===== config.mk =====
export PLATFORM = sky130hd
export DESIGN_NAME = round_robin_process_scheduler_core
export DESIGN_NICKNAME = d
export VERILOG_FILES = /design/src/design/rrps_pkg.sv /design/src/design/rrps_ram.sv /design/src/design/rrps_ctrl.sv /design/src/design/rrps_dpath.sv /design/src/design/round_robin_process_scheduler_core.sv
export SDC_FILE = /design/constraint.sdc
export NUM_CORES = 2
export LEC_CHECK = 0
export BUFFER_PORTS_ARGS = -buffer_cell sky130_fd_sc_hd__buf_2
export CORE_MARGIN = 2
export CORE_UTILIZATION = 55
export CTS_BUF_LIST = sky130_fd_sc_hd__clkbuf_4 sky130_fd_sc_hd__clkbuf_8
export CTS_CLUSTER_DIAMETER = 60
export DETAILED_ROUTE_END_ITERATION = 6
export GPL_ROUTABILITY_DRIVEN = 0
export PLACE_DENSITY = 0.71
export SLEW_MARGIN = 5
export SYNTH_ARGS = -nofsm -noshare
export SYNTH_HDL_FRONTEND = slang
export SYNTH_SLANG_ARGS = --single-unit

===== constraint.sdc =====
create_clock -name clk -period 7.25 [get_ports clk]
set_input_delay 1.0875 -clock clk [delete_from_list [all_inputs] [get_ports clk]]
set_output_delay 1.0875 -clock clk [all_outputs]
set_load 0.01 [all_outputs]

===== src/design/rrps_pkg.sv =====
package rrps_pkg;

    // default table size and quantum after reset
    localparam int MAX_PROCS_DEF = 16;
    localparam logic [15:0] QUANTUM_RESET = 16'd4;

    // stream widths
    localparam int IN_DATA_W  = 48;
    localparam int OUT_DATA_W = 232;

    // datapath operation codes sent by the controller
    localparam logic [3:0] OP_WAIT     = 4'd0;
    localparam logic [3:0] OP_LOAD     = 4'd1;
    localparam logic [3:0] OP_INIT_EV  = 4'd2;
    localparam logic [3:0] OP_ENQ_EV   = 4'd3;
    localparam logic [3:0] OP_CHECK    = 4'd4;
    localparam logic [3:0] OP_NEXT_EV  = 4'd5;
    localparam logic [3:0] OP_NEXT_END = 4'd6;
    localparam logic [3:0] OP_POP_EV   = 4'd7;
    localparam logic [3:0] OP_RUN_EV   = 4'd8;
    localparam logic [3:0] OP_RETIRE   = 4'd9;
    localparam logic [3:0] OP_OUT_EV   = 4'd10;
    localparam logic [3:0] OP_OUT_WAIT = 4'd11;
    localparam logic [3:0] OP_CLEAR    = 4'd12;

    typedef struct packed {
        logic [3:0] op;
        logic       win_open;
    } rrps_cmd_t;

    typedef struct packed {
        logic in_last_fire;
        logic out_fire;
        logic scan_last;
        logic all_done;
        logic ring_empty;
        logic next_none;
    } rrps_stat_t;

    typedef struct packed {
        logic [15:0] burst;
        logic [15:0] arrival;
        logic [15:0] pid;
    } rrps_rec_t;

endpackage


===== src/design/rrps_ram.sv =====
module rrps_ram #(
    parameter int WIDTH = 8,
    parameter int DEPTH = 16
) (
    input  logic                                      clk,
    input  logic                                      wr_en,
    input  logic [((DEPTH > 1) ? $clog2(DEPTH) : 1)-1:0] wr_addr,
    input  logic [WIDTH-1:0]                          wr_data,
    input  logic [((DEPTH > 1) ? $clog2(DEPTH) : 1)-1:0] rd_addr,
    output logic [WIDTH-1:0]                          rd_data
);

    logic [WIDTH-1:0] mem [DEPTH];

    // one write port, registered read port
    always_ff @(posedge clk)
    begin
        if (wr_en)
        begin
            mem[wr_addr] <= wr_data;
        end
        rd_data <= mem[rd_addr];
    end

endmodule


===== src/design/rrps_ctrl.sv =====
module rrps_ctrl import rrps_pkg::*; (
    input  logic       clk,
    input  logic       rst_n,
    input  rrps_stat_t stat,
    output rrps_cmd_t  cmd
);

    localparam logic [4:0] ST_LOAD     = 5'd0;
    localparam logic [4:0] ST_INIT_RD  = 5'd1;
    localparam logic [4:0] ST_INIT_EV  = 5'd2;
    localparam logic [4:0] ST_ENQ_RD   = 5'd3;
    localparam logic [4:0] ST_ENQ_EV   = 5'd4;
    localparam logic [4:0] ST_CHECK    = 5'd5;
    localparam logic [4:0] ST_NEXT_RD  = 5'd6;
    localparam logic [4:0] ST_NEXT_EV  = 5'd7;
    localparam logic [4:0] ST_NEXT_END = 5'd8;
    localparam logic [4:0] ST_POP_RD   = 5'd9;
    localparam logic [4:0] ST_POP_EV   = 5'd10;
    localparam logic [4:0] ST_RUN_EV   = 5'd11;
    localparam logic [4:0] ST_WIN_RD   = 5'd12;
    localparam logic [4:0] ST_WIN_EV   = 5'd13;
    localparam logic [4:0] ST_RETIRE   = 5'd14;
    localparam logic [4:0] ST_OUT_RD   = 5'd15;
    localparam logic [4:0] ST_OUT_EV   = 5'd16;
    localparam logic [4:0] ST_OUT_WAIT = 5'd17;
    localparam logic [4:0] ST_CLEAR    = 5'd18;

    logic [4:0] state_reg;
    logic [4:0] state_next;

    // state register
    always_ff @(posedge clk or negedge rst_n)
    begin
        if (!rst_n)
        begin
            state_reg <= ST_LOAD;
        end
        else
        begin
            state_reg <= state_next;
        end
    end

    // next state and command decode
    always_comb
    begin
        state_next   = state_reg;
        cmd.op       = OP_WAIT;
        cmd.win_open = 1'b0;
        unique case (state_reg)
            ST_LOAD:
            begin
                cmd.op = OP_LOAD;
                if (stat.in_last_fire)
                begin
                    state_next = ST_INIT_RD;
                end
            end
            ST_INIT_RD:  state_next = ST_INIT_EV;
            ST_INIT_EV:
            begin
                cmd.op     = OP_INIT_EV;
                state_next = stat.scan_last ? ST_ENQ_RD : ST_INIT_RD;
            end
            ST_ENQ_RD:   state_next = ST_ENQ_EV;
            ST_ENQ_EV:
            begin
                cmd.op     = OP_ENQ_EV;
                state_next = stat.scan_last ? ST_CHECK : ST_ENQ_RD;
            end
            ST_CHECK:
            begin
                cmd.op = OP_CHECK;
                if (stat.all_done)
                begin
                    state_next = ST_OUT_RD;
                end
                else if (stat.ring_empty)
                begin
                    state_next = ST_NEXT_RD;
                end
                else
                begin
                    state_next = ST_POP_RD;
                end
            end
            ST_NEXT_RD:  state_next = ST_NEXT_EV;
            ST_NEXT_EV:
            begin
                cmd.op     = OP_NEXT_EV;
                state_next = stat.scan_last ? ST_NEXT_END : ST_NEXT_RD;
            end
            ST_NEXT_END:
            begin
                cmd.op     = OP_NEXT_END;
                state_next = stat.next_none ? ST_OUT_RD : ST_ENQ_RD;
            end
            ST_POP_RD:   state_next = ST_POP_EV;
            ST_POP_EV:
            begin
                cmd.op     = OP_POP_EV;
                state_next = ST_RUN_EV;
            end
            ST_RUN_EV:
            begin
                cmd.op     = OP_RUN_EV;
                state_next = ST_WIN_RD;
            end
            ST_WIN_RD:   state_next = ST_WIN_EV;
            ST_WIN_EV:
            begin
                cmd.op       = OP_ENQ_EV;
                cmd.win_open = 1'b1;
                state_next   = stat.scan_last ? ST_RETIRE : ST_WIN_RD;
            end
            ST_RETIRE:
            begin
                cmd.op     = OP_RETIRE;
                state_next = ST_CHECK;
            end
            ST_OUT_RD:   state_next = ST_OUT_EV;
            ST_OUT_EV:
            begin
                cmd.op     = OP_OUT_EV;
                state_next = ST_OUT_WAIT;
            end
            ST_OUT_WAIT:
            begin
                cmd.op = OP_OUT_WAIT;
                if (stat.out_fire)
                begin
                    state_next = stat.scan_last ? ST_CLEAR : ST_OUT_RD;
                end
            end
            ST_CLEAR:
            begin
                cmd.op     = OP_CLEAR;
                state_next = ST_LOAD;
            end
            default:     state_next = ST_LOAD;
        endcase
    end

endmodule


===== src/design/rrps_dpath.sv =====
module rrps_dpath import rrps_pkg::*; #(
    parameter int MAX_PROCS = MAX_PROCS_DEF
) (
    input  logic                  clk,
    input  logic                  rst_n,
    input  logic                  cfg_wr_en,
    input  logic [15:0]           cfg_wr_data,
    input  logic                  s_axis_tvalid,
    output logic                  s_axis_tready,
    input  logic [IN_DATA_W-1:0]  s_axis_tdata,
    input  logic                  s_axis_tlast,
    output logic                  m_axis_tvalid,
    input  logic                  m_axis_tready,
    output logic [OUT_DATA_W-1:0] m_axis_tdata,
    output logic                  m_axis_tlast,
    input  rrps_cmd_t             cmd,
    output rrps_stat_t            stat
);

    localparam int IW  = (MAX_PROCS > 1) ? $clog2(MAX_PROCS) : 1;
    localparam int CW  = $clog2(MAX_PROCS + 1);
    localparam int TW  = 16 + $clog2(MAX_PROCS + 1);
    localparam int RUW = 16 + 2 * TW;

    logic [15:0]    quantum_reg;
    logic [CW-1:0]  count_reg;
    logic [CW-1:0]  ring_cnt_reg;
    logic [CW-1:0]  completed_reg;
    logic [IW-1:0]  j_reg;
    logic [IW-1:0]  idx_reg;
    logic [IW-1:0]  head_reg;
    logic [IW-1:0]  tail_reg;
    logic [IW-1:0]  ld_idx_reg;
    logic           ld_valid_reg;
    logic [TW-1:0]  cur_reg;
    logic [TW-1:0]  old_reg;
    logic [TW-1:0]  next_reg;
    logic [MAX_PROCS-1:0] started_reg;
    logic [MAX_PROCS-1:0] done_reg;
    logic [MAX_PROCS-1:0] queued_reg;
    logic [19:0]    switch_reg;
    logic           dropped_reg;
    logic [15:0]    rem_reg;
    logic [TW-1:0]  first_reg;
    logic [27:0]    sr_reg;
    logic [27:0]    sw_reg;
    logic [27:0]    st_reg;
    logic           out_valid_reg;
    logic [OUT_DATA_W-1:0] out_data_reg;
    logic           out_last_reg;

    logic           in_fire;
    logic           out_fire;
    rrps_rec_t      in_rec;
    rrps_rec_t      rec_rd;
    logic           rec_we;
    logic [RUW-1:0] run_rd;
    logic           run_we;
    logic [IW-1:0]  run_waddr;
    logic [RUW-1:0] run_wdata;
    logic [IW-1:0]  run_raddr;
    logic [IW-1:0]  ring_rd;
    logic           push_en;
    logic [IW-1:0]  push_idx;
    logic           enq_cand;
    logic           j_adv;
    logic [15:0]    q_eff;
    logic [15:0]    run_rem;
    logic [TW-1:0]  run_first;
    logic [TW-1:0]  run_fin;
    logic [15:0]    slice;
    logic [TW-1:0]  arr_w;
    logic [31:0]    resp_w;
    logic [31:0]    tat_w;
    logic [31:0]    wait_w;

    assign in_rec        = rrps_rec_t'(s_axis_tdata);
    assign s_axis_tready = (cmd.op == OP_LOAD);
    assign in_fire       = s_axis_tvalid && s_axis_tready;
    assign m_axis_tvalid = out_valid_reg;
    assign m_axis_tdata  = out_data_reg;
    assign m_axis_tlast  = out_last_reg;
    assign out_fire      = out_valid_reg && m_axis_tready;

    assign arr_w     = TW'(rec_rd.arrival);
    assign run_rem   = run_rd[RUW-1:2*TW];
    assign run_first = run_rd[2*TW-1:TW];
    assign run_fin   = run_rd[TW-1:0];
    assign q_eff     = (quantum_reg == 16'd0) ? 16'd1 : quantum_reg;
    assign slice     = (run_rem < q_eff) ? run_rem : q_eff;

    // status back to the controller
    assign stat.in_last_fire = in_fire && s_axis_tlast;
    assign stat.out_fire     = out_fire;
    assign stat.scan_last    = ((CW'(j_reg) + CW'(1)) == count_reg);
    assign stat.all_done     = (completed_reg == count_reg);
    assign stat.ring_empty   = (ring_cnt_reg == '0);
    assign stat.next_none    = (next_reg == '1);

    // record table, run table and ready ring
    assign rec_we = in_fire && (count_reg < CW'(MAX_PROCS));

    rrps_ram #(.WIDTH(48), .DEPTH(MAX_PROCS)) u_rec_ram (
        .clk     (clk),
        .wr_en   (rec_we),
        .wr_addr (count_reg[IW-1:0]),
        .wr_data (in_rec),
        .rd_addr (j_reg),
        .rd_data (rec_rd)
    );

    assign run_raddr = (cmd.op == OP_POP_EV) ? ring_rd : j_reg;

    always_comb
    begin
        run_we    = 1'b0;
        run_waddr = j_reg;
        run_wdata = {rec_rd.burst, {TW{1'b0}}, {TW{1'b0}}};
        if (cmd.op == OP_INIT_EV)
        begin
            run_we = 1'b1;
        end
        else if (cmd.op == OP_RETIRE)
        begin
            run_we    = 1'b1;
            run_waddr = idx_reg;
            run_wdata = {rem_reg, first_reg, cur_reg};
        end
    end

    rrps_ram #(.WIDTH(RUW), .DEPTH(MAX_PROCS)) u_run_ram (
        .clk     (clk),
        .wr_en   (run_we),
        .wr_addr (run_waddr),
        .wr_data (run_wdata),
        .rd_addr (run_raddr),
        .rd_data (run_rd)
    );

    // arrival window test for the queue scan
    assign enq_cand = !done_reg[j_reg] && !queued_reg[j_reg] && (arr_w <= cur_reg)
                      && (!cmd.win_open || (arr_w > old_reg));

    always_comb
    begin
        push_en  = 1'b0;
        push_idx = j_reg;
        if (cmd.op == OP_ENQ_EV)
        begin
            push_en = enq_cand;
        end
        else if (cmd.op == OP_RETIRE)
        begin
            push_en  = (rem_reg != 16'd0);
            push_idx = idx_reg;
        end
        if (ring_cnt_reg >= CW'(MAX_PROCS) || queued_reg[push_idx])
        begin
            push_en = 1'b0;
        end
    end

    rrps_ram #(.WIDTH(IW), .DEPTH(MAX_PROCS)) u_ring_ram (
        .clk     (clk),
        .wr_en   (push_en),
        .wr_addr (tail_reg),
        .wr_data (push_idx),
        .rd_addr (head_reg),
        .rd_data (ring_rd)
    );

    assign j_adv = (cmd.op == OP_INIT_EV) || (cmd.op == OP_ENQ_EV) || (cmd.op == OP_NEXT_EV)
                   || ((cmd.op == OP_OUT_WAIT) && out_fire);

    // per-result times
    assign resp_w = 32'(run_first) - 32'(arr_w);
    assign tat_w  = 32'(run_fin) - 32'(arr_w);
    assign wait_w = tat_w - 32'(rec_rd.burst);

    // control and working registers
    always_ff @(posedge clk or negedge rst_n)
    begin
        if (!rst_n)
        begin
            quantum_reg   <= QUANTUM_RESET;
            count_reg     <= '0;
            ring_cnt_reg  <= '0;
            completed_reg <= '0;
            j_reg         <= '0;
            idx_reg       <= '0;
            head_reg      <= '0;
            tail_reg      <= '0;
            ld_idx_reg    <= '0;
            ld_valid_reg  <= 1'b0;
            cur_reg       <= '0;
            old_reg       <= '0;
            next_reg      <= '0;
            started_reg   <= '0;
            done_reg      <= '0;
            queued_reg    <= '0;
            switch_reg    <= '0;
            dropped_reg   <= 1'b0;
            rem_reg       <= '0;
            first_reg     <= '0;
            sr_reg        <= '0;
            sw_reg        <= '0;
            st_reg        <= '0;
            out_valid_reg <= 1'b0;
            out_data_reg  <= '0;
            out_last_reg  <= 1'b0;
        end
        else
        begin
            if (cfg_wr_en)
            begin
                quantum_reg <= cfg_wr_data;
            end

            // scan index walks the loaded records
            if (j_adv)
            begin
                j_reg <= stat.scan_last ? '0 : j_reg + 1'b1;
            end

            // ring insert
            if (push_en)
            begin
                queued_reg[push_idx] <= 1'b1;
                tail_reg     <= (tail_reg == IW'(MAX_PROCS - 1)) ? '0 : tail_reg + 1'b1;
                ring_cnt_reg <= ring_cnt_reg + 1'b1;
            end

            case (cmd.op)
                OP_LOAD:
                begin
                    if (in_fire)
                    begin
                        if (rec_we)
                        begin
                            count_reg <= count_reg + 1'b1;
                        end
                        else
                        begin
                            dropped_reg <= 1'b1;
                        end
                        if (s_axis_tlast)
                        begin
                            cur_reg <= '1;
                        end
                    end
                end
                OP_INIT_EV:
                begin
                    if (arr_w < cur_reg)
                    begin
                        cur_reg <= arr_w;
                    end
                end
                OP_CHECK:
                begin
                    next_reg <= '1;
                end
                OP_NEXT_EV:
                begin
                    if (!done_reg[j_reg] && (arr_w > cur_reg) && (arr_w < next_reg))
                    begin
                        next_reg <= arr_w;
                    end
                end
                OP_NEXT_END:
                begin
                    if (next_reg != '1)
                    begin
                        cur_reg <= next_reg;
                    end
                end
                OP_POP_EV:
                begin
                    idx_reg             <= ring_rd;
                    queued_reg[ring_rd] <= 1'b0;
                    head_reg     <= (head_reg == IW'(MAX_PROCS - 1)) ? '0 : head_reg + 1'b1;
                    ring_cnt_reg <= ring_cnt_reg - 1'b1;
                    if (!ld_valid_reg || (ld_idx_reg != ring_rd))
                    begin
                        switch_reg   <= switch_reg + 1'b1;
                        ld_idx_reg   <= ring_rd;
                        ld_valid_reg <= 1'b1;
                    end
                end
                OP_RUN_EV:
                begin
                    if (!started_reg[idx_reg])
                    begin
                        started_reg[idx_reg] <= 1'b1;
                        first_reg            <= cur_reg;
                    end
                    else
                    begin
                        first_reg <= run_first;
                    end
                    old_reg <= cur_reg;
                    cur_reg <= cur_reg + TW'(slice);
                    rem_reg <= run_rem - slice;
                end
                OP_RETIRE:
                begin
                    if (rem_reg == 16'd0)
                    begin
                        done_reg[idx_reg] <= 1'b1;
                        completed_reg     <= completed_reg + 1'b1;
                    end
                end
                OP_OUT_EV:
                begin
                    out_valid_reg <= 1'b1;
                    out_last_reg  <= stat.scan_last;
                    out_data_reg  <= {6'd0, dropped_reg, switch_reg,
                                      st_reg + tat_w[27:0], sw_reg + wait_w[27:0],
                                      sr_reg + resp_w[27:0],
                                      tat_w[20:0], wait_w[20:0], resp_w[20:0],
                                      run_fin[20:0] & {21{1'b1}} , run_first[20:0],
                                      rec_rd.pid};
                    sr_reg <= sr_reg + resp_w[27:0];
                    sw_reg <= sw_reg + wait_w[27:0];
                    st_reg <= st_reg + tat_w[27:0];
                end
                OP_OUT_WAIT:
                begin
                    if (out_fire)
                    begin
                        out_valid_reg <= 1'b0;
                    end
                end
                OP_CLEAR:
                begin
                    count_reg     <= '0;
                    ring_cnt_reg  <= '0;
                    completed_reg <= '0;
                    j_reg         <= '0;
                    head_reg      <= '0;
                    tail_reg      <= '0;
                    ld_valid_reg  <= 1'b0;
                    cur_reg       <= '0;
                    started_reg   <= '0;
                    done_reg      <= '0;
                    queued_reg    <= '0;
                    switch_reg    <= '0;
                    dropped_reg   <= 1'b0;
                    sr_reg        <= '0;
                    sw_reg        <= '0;
                    st_reg        <= '0;
                end
                default:
                begin
                end
            endcase
        end
    end

    // ring occupancy matches the queued marks
    assert property (@(posedge clk) disable iff (!rst_n)
        $countones(queued_reg) == int'(ring_cnt_reg))
        else $error("ring count out of step with queued marks");

    // never more finished processes than loaded
    assert property (@(posedge clk) disable iff (!rst_n)
        completed_reg <= count_reg)
        else $error("completed count beyond record count");

    // loading and result delivery never overlap
    assert property (@(posedge clk) disable iff (!rst_n)
        !(s_axis_tready && out_valid_reg))
        else $error("input open while a result is pending");

endmodule


===== src/design/round_robin_process_scheduler_core.sv =====
// Round-robin scheduler: process records (pid, arrival, burst) stream in at one per
// cycle into a table of MAX_PROCS entries; records beyond that are dropped and flagged.
// The record with tlast starts the schedule, and input stays closed until every result
// of the run has been transferred. The schedule is run by a controller over one shared
// table port, so its length grows with the work: initial scans for the earliest arrival
// and the first enqueue pass, then per dispatch a scan of the arrival window, and per
// idle gap a scan for the next arrival followed by another enqueue pass.
// Results then come out one per process in load order, each held until the sink takes
// it, and a one-cycle clear follows the last one. The quantum register is written
// through cfg_wr_en/cfg_wr_data; the user must write it only while the block is idle,
// which the block itself does not enforce. A quantum of zero acts as one.
module round_robin_process_scheduler_core import rrps_pkg::*; #(
    parameter int MAX_PROCS = MAX_PROCS_DEF
) (
    input  logic                  clk,
    input  logic                  rst_n,
    input  logic                  cfg_wr_en,
    input  logic [15:0]           cfg_wr_data,
    input  logic                  s_axis_tvalid,
    output logic                  s_axis_tready,
    // proc_id, arrival_time, burst_time
    input  logic [IN_DATA_W-1:0]  s_axis_tdata,
    input  logic                  s_axis_tlast,
    output logic                  m_axis_tvalid,
    input  logic                  m_axis_tready,
    // out_proc_id, first_run_time, finish_time, response_time, waiting_time,
    // turnaround_time, sum_response, sum_waiting, sum_turnaround,
    // context_switches, records_dropped, zero fill
    output logic [OUT_DATA_W-1:0] m_axis_tdata,
    output logic                  m_axis_tlast
);

    rrps_cmd_t  cmd;
    rrps_stat_t stat;

    rrps_ctrl u_ctrl (
        .clk   (clk),
        .rst_n (rst_n),
        .stat  (stat),
        .cmd   (cmd)
    );

    rrps_dpath #(.MAX_PROCS(MAX_PROCS)) u_dpath (
        .clk           (clk),
        .rst_n         (rst_n),
        .cfg_wr_en     (cfg_wr_en),
        .cfg_wr_data   (cfg_wr_data),
        .s_axis_tvalid (s_axis_tvalid),
        .s_axis_tready (s_axis_tready),
        .s_axis_tdata  (s_axis_tdata),
        .s_axis_tlast  (s_axis_tlast),
        .m_axis_tvalid (m_axis_tvalid),
        .m_axis_tready (m_axis_tready),
        .m_axis_tdata  (m_axis_tdata),
        .m_axis_tlast  (m_axis_tlast),
        .cmd           (cmd),
        .stat          (stat)
    );

endmodule


# Yosys cells after proc, flatten, opt, wreduce, memory -nomap -nowiden
# Memory sizes are Yosys's and may differ from the RTL's. A register that Yosys moved wholly into a read port is not among the register bits.
# Index checks and enable logic that the tools add are counted.
[totals]
latchBits = 0
mem_bits_rw = 1760
input_bits = 70
regBits = 538
memories = 3
mem_bits_ro = 0
output_inout_bits = 235
[op_classes]
shift = 0
eq_ne = 50
order_cmp = 15
reduce_logical = 50
mux = 87
n_addsub = 17
n_div = 0
multipliers = 0
bitwise_logic = 5
[mem_list]
columns = ["memory", "words", "word_bits", "rd", "rd_clocked_by_memory_dff", "write_ports", "line", "rtl"]
rows = [
  ["u_dpath.u_run_ram.mem", 16, 58, 1, 1, 1, "rrps_ram.sv:13", "logic [WIDTH-1:0] mem [DEPTH];"],
  ["u_dpath.u_rec_ram.mem", 16, 48, 1, 1, 1, "rrps_ram.sv:13", ""],
  ["u_dpath.u_ring_ram.mem", 16, 4, 1, 1, 1, "rrps_ram.sv:13", ""],
]
[op_table]
columns = ["op", "n"]
rows = [
  ["one-hot mux 28 bit (2 select lines)", 3],
  ["2-to-1 mux 21 bit", 6],
  ["2-to-1 mux 58 bit", 2],
  ["one-hot mux 21 bit (5 select lines)", 1],
  ["one-hot mux 16 bit (2 select lines)", 3],
  ["one-hot mux 5 bit (18 select lines)", 1],
  ["adder 28 bit", 3],
  ["2-to-1 mux 16 bit", 5],
  ["2-to-1 mux 4 bit", 15],
  ["OR 16 bit", 3],
  ["one-hot mux 4 bit (12 select lines)", 1],
  ["subtractor 21 x 16 -> 22 bit", 2],
  ["> comparator 16 x 21 -> 1 bit", 2],
  ["less-than comparator 16 x 21 -> 1 bit", 2],
  ["one-hot mux 21 bit (2 select lines)", 1],
  ["== test 5 x 4 -> 1 bit, second input constant", 8],
  ["one-hot mux 20 bit (2 select lines)", 1],
  ["2-to-1 mux 5 bit", 7],
  ["logical NOT 16 bit", 2],
  ["one-hot mux 5 bit (2 select lines)", 3],
  ["== test 4 bit, second input constant", 7],
  ["subtractor 28 x 16 -> 28 bit", 1],
  ["2-to-1 mux 1 bit", 23],
  ["adder 21 x 16 -> 21 bit", 1],
  ["other kinds (46)", 121],
]

# Longest topological paths before layout
[depth]
depth_word = 14
depth_mapped = 30

# Modules after synthesis
# A second synthesis with hierarchy kept.
[hier_totals]
hier_cells = 6521
area_unflattened_um2 = 100306.2
[modules_own_cells]
columns = ["mod", "seq_area_each_um2", "cells_per_inst", "area_per_inst_um2", "n_inst"]
rows = [
  ["rrps_ram at u_dpath.u_run_ram", 29027.8, 1496, 35893.2, 1],
  ["rrps_dpath", 13238.9, 3571, 31441.4, 1],
  ["rrps_ram at u_dpath.u_rec_ram", 24023.0, 1242, 29691.0, 1],
  ["rrps_ram at u_dpath.u_ring_ram", 2001.9, 130, 2666.3, 1],
  ["rrps_ctrl", 125.1, 82, 614.3, 1],
]

# Worst setup path after synthesis
# OpenSTA, ideal clock, no wires.
[synth_timing]
path_type = "reg-to-reg"
from = "register u_ctrl.state_reg[2]"
to = "memory u_dpath.u_rec_ram.mem[6][0], in the netlist u_dpath.u_rec_ram.mem[3][0] (enable)"
required_ps = 6677
path_stages_with_launch = 9
setup_slack_ps = 512
arrival_time_ps = 6165
n_path_buf = 3
setup_ps = 573
synth_period_minus_slack_ps = 6738
cell_sequence = "dfrtp_1 > clkbuf_1 > nor2_1 > and3_1 > clkbuf_1 > nand2_1 > or2_2 > clkbuf_1 > nor4_1"
[synth_between]
elab_chain_cells = 8
[synth_lines]
columns = ["item", "line", "rtl"]
rows = [
  ["from (decl)", "rrps_ctrl.sv:28", "logic [4:0] state_reg;"],
  ["from (signal assigned)", "rrps_ctrl.sv:40", "state_reg <= state_next;"],
  ["== test 5 x 3 -> 1 bit or == test 5 x 4 -> 1 bit (tied branches)", "rrps_ctrl.sv:50", "unique case (state_reg)"],
  ["OR reduction 2 bit (no source line)", "--", ""],
  ["one-hot mux 4 bit (12 select lines) (*)", "rrps_ctrl.sv:50", ""],
  ["== test 4 x 1 -> 1 bit (*)", "rrps_dpath.sv:78", "assign s_axis_tready = (cmd.op == OP_LOAD);"],
  ["via s_axis_tready", "round_robin_process_scheduler_core.sv:20", "output logic s_axis_tready,"],
  ["logical AND 1 bit (*)", "rrps_dpath.sv:79", "assign in_fire = s_axis_tvalid && s_axis_tready;"],
  ["logical AND 1 bit (*)", "rrps_dpath.sv:101", "assign rec_we = in_fire && (count_reg < CW'(MAX_PROCS));"],
  ["2-to-1 mux 1 bit (*)", "rrps_ram.sv:18", "if (wr_en)"],
  ["2-to-1 mux 1 bit (implied by the code) (*)", "rrps_ram.sv:20", "mem[wr_addr] <= wr_data;"],
  ["to (decl)", "rrps_ram.sv:13", ""],
]
# The timed path passes the listed nets; every way through them passes the cells marked *.

# Worst setup path after layout
[layout_timing]
from = "register u_dpath.u_rec_ram.rd_data[18] (read register of u_dpath.u_rec_ram.mem)"
to = "register u_dpath.sw_reg[27]"
[layout_between]
elab_chain_cells = 4
[layout_lines]
columns = ["item", "line", "rtl"]
rows = [
  ["from (decl)", "rrps_ram.sv:10", "output logic [WIDTH-1:0] rd_data"],
  ["subtractor 21 x 16 -> 22 bit", "rrps_dpath.sv:177", "assign tat_w = 32'(run_fin) - 32'(arr_w);"],
  ["via u_dpath.tat_w[12]", "rrps_dpath.sv:74", "logic [31:0] tat_w;"],
  ["subtractor 28 x 16 -> 28 bit", "rrps_dpath.sv:178", "assign wait_w = tat_w - 32'(rec_rd.burst);"],
  ["via u_dpath.wait_w[15]", "rrps_dpath.sv:75", "logic [31:0] wait_w;"],
  ["adder 28 bit", "rrps_dpath.sv:324", "sw_reg <= sw_reg + wait_w[27:0];"],
  ["one-hot mux 28 bit (2 select lines)", "rrps_dpath.sv:233", "case (cmd.op)"],
  ["to (signal assigned)", "rrps_dpath.sv:324", ""],
  ["to (decl)", "rrps_dpath.sv:46", "logic [27:0] sw_reg;"],
]
# The timed path passes the listed nets, and every way through them passes these cells.
# A chain may end at the register's enable or synchronous reset.

==> flow_metrics.tcl <==
set metrics [dict create \
    fp.dieH_um 432 \
    relSlewSlack_pct 13.5 \
    setup_viol 0 \
    synth_top_family_by_area "multiplexers" \
    die_area_um2 187000 \
    grtUsageTotal_pct 28.1 \
    dp_cells 9120 \
    overflow 0 \
    clk_path_buf_depth 4 \
    setup_slack_ns 0.576 \
    worst_slew_pin_slew_ns 1.30 \
    slew_violations 0 \
    status "finished, violations left" \
    hold-worst-slack_ns 0.111 \
    avgViaCountPerCell 6.17 \
    fin_cells 9838 \
    largest_reg_flops 928 \
    period_share_pct 92.1 \
    synth.area.mux_share_pct 12.0 \
    worst_setup_path_start_kind "flip-flop" \
    antenna_found_initial 28 \
    yosys_warnings 0 \
    critical_path.top_delay_family "compound AO/OA/AOI/OAI gates" \
    hpwl_um 160000 \
    p_leak_nw 43.7 \
    synthSimpleGateAreaFrac_pct 7.56 \
    drt_iter0_drc 6687 \
    worst-endpoint-arrival_ns 7.62 \
    synth_area_leaders "edfxtp_1 52%, dfrtp_1 13%, mux4_2 11%" \
    ir_worst_vdd_v 0.000403 \
    worstHoldPathType "input pin to async pin" \
    synth-compound-area-share_pct 6.03 \
    final_antenna_net_count 0 \
    detailedPlace.worstSlack_ns 0.730 \
    synth_cell_types 87 \
    synth-edff-count 1760 \
    drt-pass1-iter-count 7 \
    clk_latency_ns 1.12 \
    worst-path-max-fanout 6 \
    ys.flop_type "edfxtp_1" \
    routed_wl_um 263000 \
    syn_area_per_cell_um2 15.2 \
    powerDensity_nw_per_um2 440 \
    power_mw 50.0 \
    cp.required_ns 8.19 \
    fin_tns_setup_ns 0 \
    drc 1 \
    syn-cell-area_um2 101000 \
    worstSetupPathType "flip-flop to flip-flop" \
    cp-startpoint "u_dpath.u_rec_ram.rd_data[18]$_DFF_P_" \
    grt_max_degree 168 \
    slowest_delay_ns 0.47 \
    core_area_um2 183000 \
    num_vias 60671 \
    start_util_pct 55.2 \
    async_flop_share_pct 22.2 \
    worstSetupEndpointType "flip-flop" \
    violations "design-rule violations" \
    hold_viol_final 0 \
    io_buffers 298 \
    wl_per_cell_um 26.7 \
    drive_above_1_share_pct 22.6 \
    cts_tree "done" \
    numCtsBuffers 390 \
    area_delta_synth_final_pct 12.5 \
    htree_levels 5 \
    yosysSeqAreaShare_pct 67.8 \
    pin_count 305 \
    yosysTopAreaCell "edfxtp_1" \
    cts-resized-gates 0 \
    max_freq_mhz 150 \
    fp.dieW_um 432 \
    synth-xor-area-share_pct 1.46 \
    clock-root-buffer "clkbuf_8" \
    path_buf_inv 1 \
    ys_seq_elements 2404 \
    r2r-start "u_dpath.u_rec_ram.rd_data[18]$_DFF_P_" \
    synth_top_area_share_pct 52.4 \
    cts_setup_buffers 0 \
    row_count 157 \
    regMostFlops "u_dpath.u_run_ram.mem" \
    clk_pin_slew_ns 0.06 \
    hold_buffers 0 \
    rsz0062_at_grt "false" \
    fin_crit_ns 6.67 \
    finClkSkew_ns 0.124 \
    cts_sinks 2404 \
    slowest_stage "dfxtp_1" \
    grt_pass1_wl_um 387000 \
    final_net_count 7443 \
    syn_inst 6642 \
    first_global_vias 59901 \
    synth_fa_ha_area_share_pct 3.12 \
    max-cap-violations 0 \
]
## layout by cell type (no fill, tap or decap), drive strengths merged, types with 26 or more instances in the layout
| cell type | instances |
|---|---|
| buf | 409 |
| nand2 | 1048 |
| dfrtp | 533 |
| a21oi | 287 |
| mux2i | 32 |
| edfxtp | 1760 |
| xor2 | 57 |
| nor2 | 278 |
| o21ai | 251 |
| inv | 188 |
| clkinv | 98 |
| dfxtp | 110 |
| xnor2 | 111 |
| ha | 237 |
| nand3 | 55 |
| and2 | 96 |
| and3 | 28 |
| a21o | 90 |
| mux4 | 511 |
| a211oi | 94 |
| nor3 | 90 |
| nand2b | 36 |
| a31oi | 92 |
| clkbuf | 589 |
| nor4 | 29 |
| o21a | 26 |
| nor2b | 33 |
## Yosys cell counts (all sizes together) (14+ instances only)
cell type / instances
nand3: 55
a221oi: 17
dfrtp: 533
clkbuf: 239
inv: 185
edfxtp: 1760
nor2: 278
nand2b: 36
nor4: 29
o21bai: 19
a211oi: 94
nor2b: 33
and3: 28
a21o: 90
nor3: 90
mux2: 24
o21a: 26
a31oi: 92
a21oi: 287
ha: 237
dfxtp: 110
or3: 16
o21ai: 251
xor2: 57
xnor2: 111
o31ai: 14
mux2i: 32
buf: 82
nand2: 1048
and2: 96
nand4: 22
mux4: 511
## worst register-to-register path, delay by kind of cell (launching register included)
family / cells / cell delay, ns
adders and majority gates: 3 / 1.14
AOI/OAI and AO/OA: 9 / 2.40
DFF: 1 / 0.47
and+or+nand+nor: 12 / 1.66
buffers and inverters: 1 / 0.12
xor gates and xnor gates: 4 / 0.71
## logic make-up (layout without fill, tap and decap cells)
kind of cell	count (synthesis)	in the layout
other	1	21
flip-flops	2404	2404
AO/OA/AOI/OAI	985	985
buffers and inverters	507	1298
adder cells (fa/ha/maj)	246	246
AND/OR/NAND/NOR	1764	1764
multiplexers	567	567
XOR/XNOR	168	168
## per-layer routing
metal  vias to the layer above  wire length (um)  track usage, %  share of wire [%]
met5                         -               126               0              0.048
met4                        20             12900            13.4                4.9
met3                       605             23100            5.47                8.8
met2                      2887            123000            43.7                 47
met1                     30966            103000            38.6                 39
li1                      26193                 -               -                  -
## through the flow
stage / area (um2) / util [%]
6_report: 113000 / 62.1
5_1_grt: 113000 / 62.1
4_1_cts: 113000 / 62.1
3_5_place_dp: 105000 / 57.7
3_3_place_gp: 105000 / 57.7
2_1_floorplan: 101000 / -
## layout make-up
cell class,instances,area [um2]
Clock buffer,589,7190
Fill cell,13160,69200
Inverter,186,698
Multi-Input combinational cell,3736,30800
Tap cell,2385,2980
Clock inverter,114,749
Antenna cell,15,37.5
Sequential cell,2404,68400
Timing Repair Buffer,409,2550
## final timing paths
check                                                            end  slack (ns)  depth (start not counted)
min in group clk                  u_dpath.quantum_reg[8]$_DFFE_PN0P_        0.26                          3
worst min register to register  u_dpath.m_axis_tdata[15]$_DFFE_PN0P_        0.40                          2
worst max-delay path                  u_dpath.sw_reg[27]$_DFFE_PN0P_        0.58                         29
max in group asynchronous               u_dpath.j_reg[1]$_DFFE_PN0P_        5.66                          2
worst min-delay path               u_dpath.switch_reg[8]$_DFFE_PN0P_        0.11                          1
worst max register to register        u_dpath.sw_reg[27]$_DFFE_PN0P_        0.58                         29
## where the power goes
group	switching (mW)	internal, mW	total (mW)
registers	1.72	16.7	18.4
logic	11.7	8.03	19.7
clock network	5.26	6.63	11.9
Power figures use the tool's default switching activity.
